### src/rtbs_pkg.sv
// rtbs_pkg: shared types and constants of the range toggle bit store.
// Used by the channel interfaces, the controller, the datapath and the top level.
// Depends on nothing.
package rtbs_pkg;

	// Field widths of the transactions and the length register
	localparam int IDX_W = 12;
	localparam int LEN_W = 13;

	// One block of flip marks covers one stored word
	localparam int BLOCK_BITS  = 64;
	localparam int BLOCK_SHIFT = 6;

	// Number of blocks the index field can reach
	localparam int IDX_BLOCKS = (1 << IDX_W) / BLOCK_BITS;

	typedef enum logic [1:0] {
		ACT_CLEAR = 2'd0,
		ACT_LOAD  = 2'd1,
		ACT_FLIP  = 2'd2,
		ACT_QUERY = 2'd3
	} action_t;

	// How the datapath builds the word it writes back
	typedef enum logic [1:0] {
		WK_LOAD       = 2'd0,
		WK_FLIP_FIRST = 2'd1,
		WK_FLIP_LAST  = 2'd2
	} wr_kind_t;

	// Controller to datapath
	typedef struct packed {
		logic     capture;
		logic     mark_clear;
		logic     mark_flip;
		logic     rd_en;
		logic     rd_last;
		logic     wr_en;
		wr_kind_t wr_kind;
		logic     out_load;
	} ctl_cmd_t;

	// Datapath to controller
	typedef struct packed {
		action_t action;
		logic    range_empty;
		logic    first_partial;
		logic    last_partial;
		logic    pos_valid;
		logic    out_busy;
	} ctl_sts_t;

endpackage

### src/rtbs_ctrl.sv
// rtbs_ctrl: sequencing state machine of the range toggle bit store.
// Depends on rtbs_pkg for the command and status structs.
module rtbs_ctrl
	import rtbs_pkg::*;
(
	input  logic     clk,
	input  logic     arst_n,
	input  logic     in_valid,
	output logic     in_ready,
	input  ctl_sts_t sts,
	output ctl_cmd_t cmd
);

	typedef enum logic [2:0] {
		ST_IDLE,
		ST_DECODE,
		ST_MOD_FIRST,
		ST_MOD_LAST,
		ST_QUERY
	} state_t;

	state_t state_q;
	state_t state_nxt;

	always_comb begin
		cmd        = '0;
		cmd.wr_kind = WK_LOAD;
		state_nxt  = state_q;
		in_ready   = 1'b0;
		case (state_q)
			ST_IDLE: begin
				in_ready = 1'b1;
				if (in_valid) begin
					cmd.capture = 1'b1;
					state_nxt   = ST_DECODE;
				end
			end
			ST_DECODE: begin
				state_nxt = ST_IDLE;
				case (sts.action)
					ACT_CLEAR: begin
						cmd.mark_clear = 1'b1;
					end
					ACT_LOAD: begin
						if (sts.pos_valid) begin
							cmd.rd_en = 1'b1;
							state_nxt = ST_MOD_FIRST;
						end
					end
					ACT_FLIP: begin
						if (!sts.range_empty) begin
							cmd.mark_flip = 1'b1;
							if (sts.first_partial) begin
								cmd.rd_en = 1'b1;
								state_nxt = ST_MOD_FIRST;
							end else if (sts.last_partial) begin
								cmd.rd_en   = 1'b1;
								cmd.rd_last = 1'b1;
								state_nxt   = ST_MOD_LAST;
							end
						end
					end
					ACT_QUERY: begin
						cmd.rd_en = 1'b1;
						state_nxt = ST_QUERY;
					end
					default: begin
						state_nxt = ST_IDLE;
					end
				endcase
			end
			ST_MOD_FIRST: begin
				cmd.wr_en   = 1'b1;
				cmd.wr_kind = (sts.action == ACT_LOAD) ? WK_LOAD : WK_FLIP_FIRST;
				state_nxt   = ST_IDLE;
				if (sts.action == ACT_FLIP && sts.last_partial) begin
					cmd.rd_en   = 1'b1;
					cmd.rd_last = 1'b1;
					state_nxt   = ST_MOD_LAST;
				end
			end
			ST_MOD_LAST: begin
				cmd.wr_en   = 1'b1;
				cmd.wr_kind = WK_FLIP_LAST;
				state_nxt   = ST_IDLE;
			end
			ST_QUERY: begin
				// hold the read word until the result slot frees up
				if (!sts.out_busy) begin
					cmd.out_load = 1'b1;
					state_nxt    = ST_IDLE;
				end
			end
			default: begin
				state_nxt = ST_IDLE;
			end
		endcase
	end

	always_ff @(posedge clk or negedge arst_n) begin
		if (!arst_n) begin
			state_q <= ST_IDLE;
		end else begin
			state_q <= state_nxt;
		end
	end

endmodule

### config.mk
export PLATFORM = sky130hd
export DESIGN_NAME = rtbs_ctrl
export DESIGN_NICKNAME = d
export VERILOG_FILES = /design/src/rtbs_pkg.sv /design/src/rtbs_ctrl.sv
export SDC_FILE = /design/constraint.sdc
export NUM_CORES = 1
export LEC_CHECK = 0
export CAP_MARGIN = 20
export CORE_AREA = 8 8 45 47
export DETAILED_ROUTE_END_ITERATION = 6
export DIE_AREA = 0 0 53 55
export DONT_BUFFER_PORTS = 1
export PLACE_DENSITY = 0.33
export SLEW_MARGIN = 20
export SYNTH_ARGS = -nofsm -noshare
export SYNTH_HDL_FRONTEND = slang
export SYNTH_SLANG_ARGS = --single-unit
### constraint.sdc
create_clock -name clk -period 1.91 [get_ports clk]
set_input_delay 0.191 -clock clk [delete_from_list [all_inputs] [get_ports clk]]
set_output_delay 0.191 -clock clk [all_outputs]
set_load 0.01 [all_outputs]
## After elaboration in Yosys (flattened, before gate mapping)

Index checks and enable logic that the tools add are counted.

| operators by class | value |
|---|---|
| add/subtract/negate cells | 0 |
| multiply operators | 0 |
| divide/modulo/power cells | 0 |
| magnitude comparators | 0 |
| eq/ne operators | 9 |
| shift-type cells | 0 |
| mux-type cells | 28 |
| bitwise operators | 0 |
| reduce and logical (&&, ||, !) cells | 4 |

Operator list:

| operator | count |
|---|---|
| $mux 3 | 5 |
| $mux 1 | 12 |
| $mux 2 | 6 |
| $pmux 3 s4 | 1 |
| $pmux 3 s3 | 1 |
| $eq 3x2->1 const B | 2 |
| $pmux 3 s2 | 1 |
| $eq 2x2->1 const B | 2 |
| $ne 2x2->1 const B | 2 |
| $pmux 2 s2 | 1 |
| $eq 3x1->1 const B | 1 |
| $eq 3x3->1 const B | 1 |
| $logic_not 3->1 | 1 |
| $pmux 1 s3 | 1 |
| $eq 2x1->1 const B | 1 |
| $logic_not 2->1 | 1 |
| $reduce_and 2->1 | 1 |
| $logic_and 1x1->1 | 1 |

| storage, ports and cells | value |
|---|---|
| register bits after elaboration | 3 |
| bits in latches | 0 |
| bits in writable memories | 0 |
| memory bits (read-only) | 0 |
| bits of input ports | 10 |
| output and inout port bits | 10 |
| word-level logic and storage cells | 42 |
| memories | 0 |

## Logic depth before layout (Yosys ltp)

| logic depth | value |
|---|---|
| word-level depth | 5 |
| mapped depth | 4 |
| gate-level depth less buffers | 3 |

## Worst setup path before layout

OpenSTA, ideal clock, no wires.

| timing path | value |
|---|---|
| path type | register -> output |
| start point | register state_q[1] |
| end point | output port cmd[1] (netlist bit) |
| data arrival time | 1.099 ns |
| required time | 1.719 ns |
| path slack | 0.620 ns |
| cell stages (with the launch flop) | 4 |
| buffers on the path | 1 |
| cells stage by stage | dfrtp_1 buf_2 nor2b_1 nor3b_1 |

RTL lines:

| item | line | text |
|---|---|---|
| start: declaration | rtbs_ctrl.sv:22 | `state_t state_q;` |
| start signal: assignment | rtbs_ctrl.sv:104 | `state_q <= state_nxt;` |
| end: declaration | rtbs_ctrl.sv:11 | `output ctl_cmd_t cmd` |

==> impl_metrics.env <==
export IMPL_critPathLaunchType="flip-flop"
export IMPL_gp_congestion=0.6426
export IMPL_viasPerCell=5.086
export IMPL_maxCapViolCount=0
export IMPL_io_pins=20
export IMPL_slowest_delay_ps=480
export IMPL_critPathMaxFanout=11
export IMPL_dr_total_vias=295
export IMPL_initial_core_util=0.2179
export IMPL_clock_latency_ps=240
export IMPL_routedWlPerCell_um=15.48
export IMPL_cts_buffers=3
export IMPL_final_nets=53
export IMPL_firstDrtPassIters=4
export IMPL_drc=0
export IMPL_ctsHoldBuffers=1
export IMPL_finalCritPeriodShare=0.8467
export IMPL_cts_tree="yes"
export IMPL_ctsHtreeMaxLevel=1
export IMPL_postSynthAreaPerCell_um2=8.150
export IMPL_routed_wl_um=898
export IMPL_slew_headroom=0.5925
export IMPL_top_register="state_q"
export IMPL_clock_sinks=3
export IMPL_fp_dieH_um=55
export IMPL_drtIter0Drc=7
export IMPL_syn2layout_area_growth_pct=20.33
export IMPL_synthCells=37
export IMPL_final_area_um2=362.8
export IMPL_fin_ws_ps=292.7
export IMPL_arrival_ps=1430
export IMPL_status="completed"
export IMPL_die_area_um2=2915
export IMPL_crit_buf_inv=0
export IMPL_grt_overflow=0
export IMPL_syn_area_um2=301.5
export IMPL_power_density_nw_per_um2=747.2
export IMPL_path_depth=2
export IMPL_max_clock_path_buffers=2
export IMPL_cts_resized_gates=0
export IMPL_clk_pin_slew_ps=40
export IMPL_synth_seq_cells=3
export IMPL_power_uw=271.1
export IMPL_hold_depth=2
export IMPL_met2_usage=0.08789
export IMPL_met3_usage=0.03209
export IMPL_critPathMostFrequentCell="nor3b_1"
export IMPL_worst_pin_slew_ps=602.7
export IMPL_gr_max_usage_layer="met2"
export IMPL_p_leak_nw=0.1394
export IMPL_largest_reg_flops=3
export IMPL_diodes=0
export IMPL_num_rows=14
export IMPL_grt_max_degree=12
export IMPL_reg2regPathDepth=3
export IMPL_dp_slack_ps=523.7
export IMPL_core_um2=1384
export IMPL_drive_above_1_share=0.1905
export IMPL_worstPathRequired_ps=1720
export IMPL_ir_drop_mv=0.1878
export IMPL_final_setup_tns_ps=0
export IMPL_largest_registers="state_q x3"
export IMPL_rrSetupSlack_ps=630
export IMPL_clockRootBuffer="clkbuf_4"
export IMPL_post_cts_setup_buffer_count=0
export IMPL_grt_pass1_wl_um=1276
export IMPL_cp_end_kind="output pin"
export IMPL_postLayoutCoreUtil=0.2622
export IMPL_final_max_slew_viol_count=0
export IMPL_critPathTopFamily="simple AND/OR/NAND/NOR gates"
export IMPL_grtUsageMet1=0.06402
export IMPL_skew_ps=2.318
export IMPL_grt_pass1_vias=287
export IMPL_min_path_type="in -> reg"
export IMPL_min_period_ps=1617
export IMPL_worstPathCellList="nor3b_1 > nor3b_1"
export IMPL_antenna_found_initial=0
export IMPL_clock_fmax_ghz=0.6183
export IMPL_die_w_um=53
export IMPL_dpl_cell_area_um2=326.6
export IMPL_worstSetupPathType="reg -> out"
export IMPL_ant_nets=0
export IMPL_grt_usage=0.06400
export IMPL_seq_area_frac_synth=0.2490
export IMPL_yosysWarnings=0
export IMPL_portBuffers=0
export IMPL_rsz0062_at_grt="false"
export IMPL_dp_hpwl_um=715.6
export IMPL_ys_types=24
export IMPL_syn_num_nets=47
export IMPL_setup_viol=0
export IMPL_slowest_stage="dfrtp_1"
export IMPL_finalHoldViolCount=0
==> worst paths after layout <==
path / start / endpoint
max: state_q[0] / cmd[7]
min: sts[0] / state_q[2]
max reg2reg: state_q[2] / state_q[0]
min reg2reg: state_q[1] / state_q[2]
max in group asynchronous: arst_n / state_q[0]
min in group asynchronous: arst_n / state_q[1]
==> logic make-up after synthesis <==
kind of cell / after synthesis / synth area share
flip-flops: 3 / 0.2490
buffers and inverters: 3 / 0.04563
AND/OR/NAND/NOR: 24 / 0.5643
AO/OA/AOI/OAI: 7 / 0.1411
==> per-layer routing <==
metal  wire length (um)  share of wire  up-vias
li1                   -              -      144
met1                347           0.39      135
met2                426           0.47       14
met3                104           0.12        2
met4                 19          0.021        0
met5                  0              0        -
==> per-stage QoR <==
step                hold slack, ps  cells
floorplan                   -104.6     37
global placement            -104.5     53
detailed placement          -104.5     53
CTS                          112.6     58
global route                 129.9     58
finish                       122.3     58
==> final cells by class <==
type	instances	area, um^2
multi-input combinational	31	212.7
timing repair buffer	3	25.02
tap	16	20.02
inverter	1	3.754
fill	161	1021
sequential	3	75.07
clock buffer	4	26.28
==> where the power goes <==
part	leakage (nW)	internal, mW	total [mW]	switching (mW)
Combinational	0.0837	0.0369	0.0707	0.0338
Clock	0.0150	0.0785	0.114	0.0359
Sequential	0.0407	0.0702	0.0860	0.0158
==> Yosys cell counts, drive strengths merged <==
| library cell | n | area (um^2) |
|---|---|---|
| nor4b | 1 | 8.760 |
| nand3b | 1 | 7.510 |
| nand2 | 2 | 7.510 |
| a311oi | 1 | 8.760 |
| nand2b | 2 | 12.51 |
| dfrtp | 3 | 75.07 |
| buf | 2 | 10.01 |
| o21ai | 2 | 10.00 |
| and2b | 1 | 7.510 |
| and2 | 3 | 18.77 |
| or2 | 1 | 6.260 |
| nor3 | 1 | 5.000 |
| a31oi | 1 | 6.260 |
| nor2b | 1 | 6.260 |
| nor3b | 5 | 53.80 |
| a22oi | 1 | 7.510 |
| nor2 | 1 | 3.750 |
| nand3 | 3 | 15.01 |
| a21oi | 2 | 10.01 |
| nand4b | 2 | 17.52 |
| inv | 1 | 3.750 |
==> layout by cell type, fill, tap and decap left out, drive strengths merged, types with 2 or more instances in the layout <==
cell type,synthesis,routed
a21oi,2,2
dfrtp,3,3
nand2,2,2
o21ai,2,2
nor3b,5,5
nand3,3,3
buf,2,2
nand4b,2,2
nand2b,2,2
clkbuf,0,4
and2,3,3
Note: power is estimated with default switching activity, not from simulation.
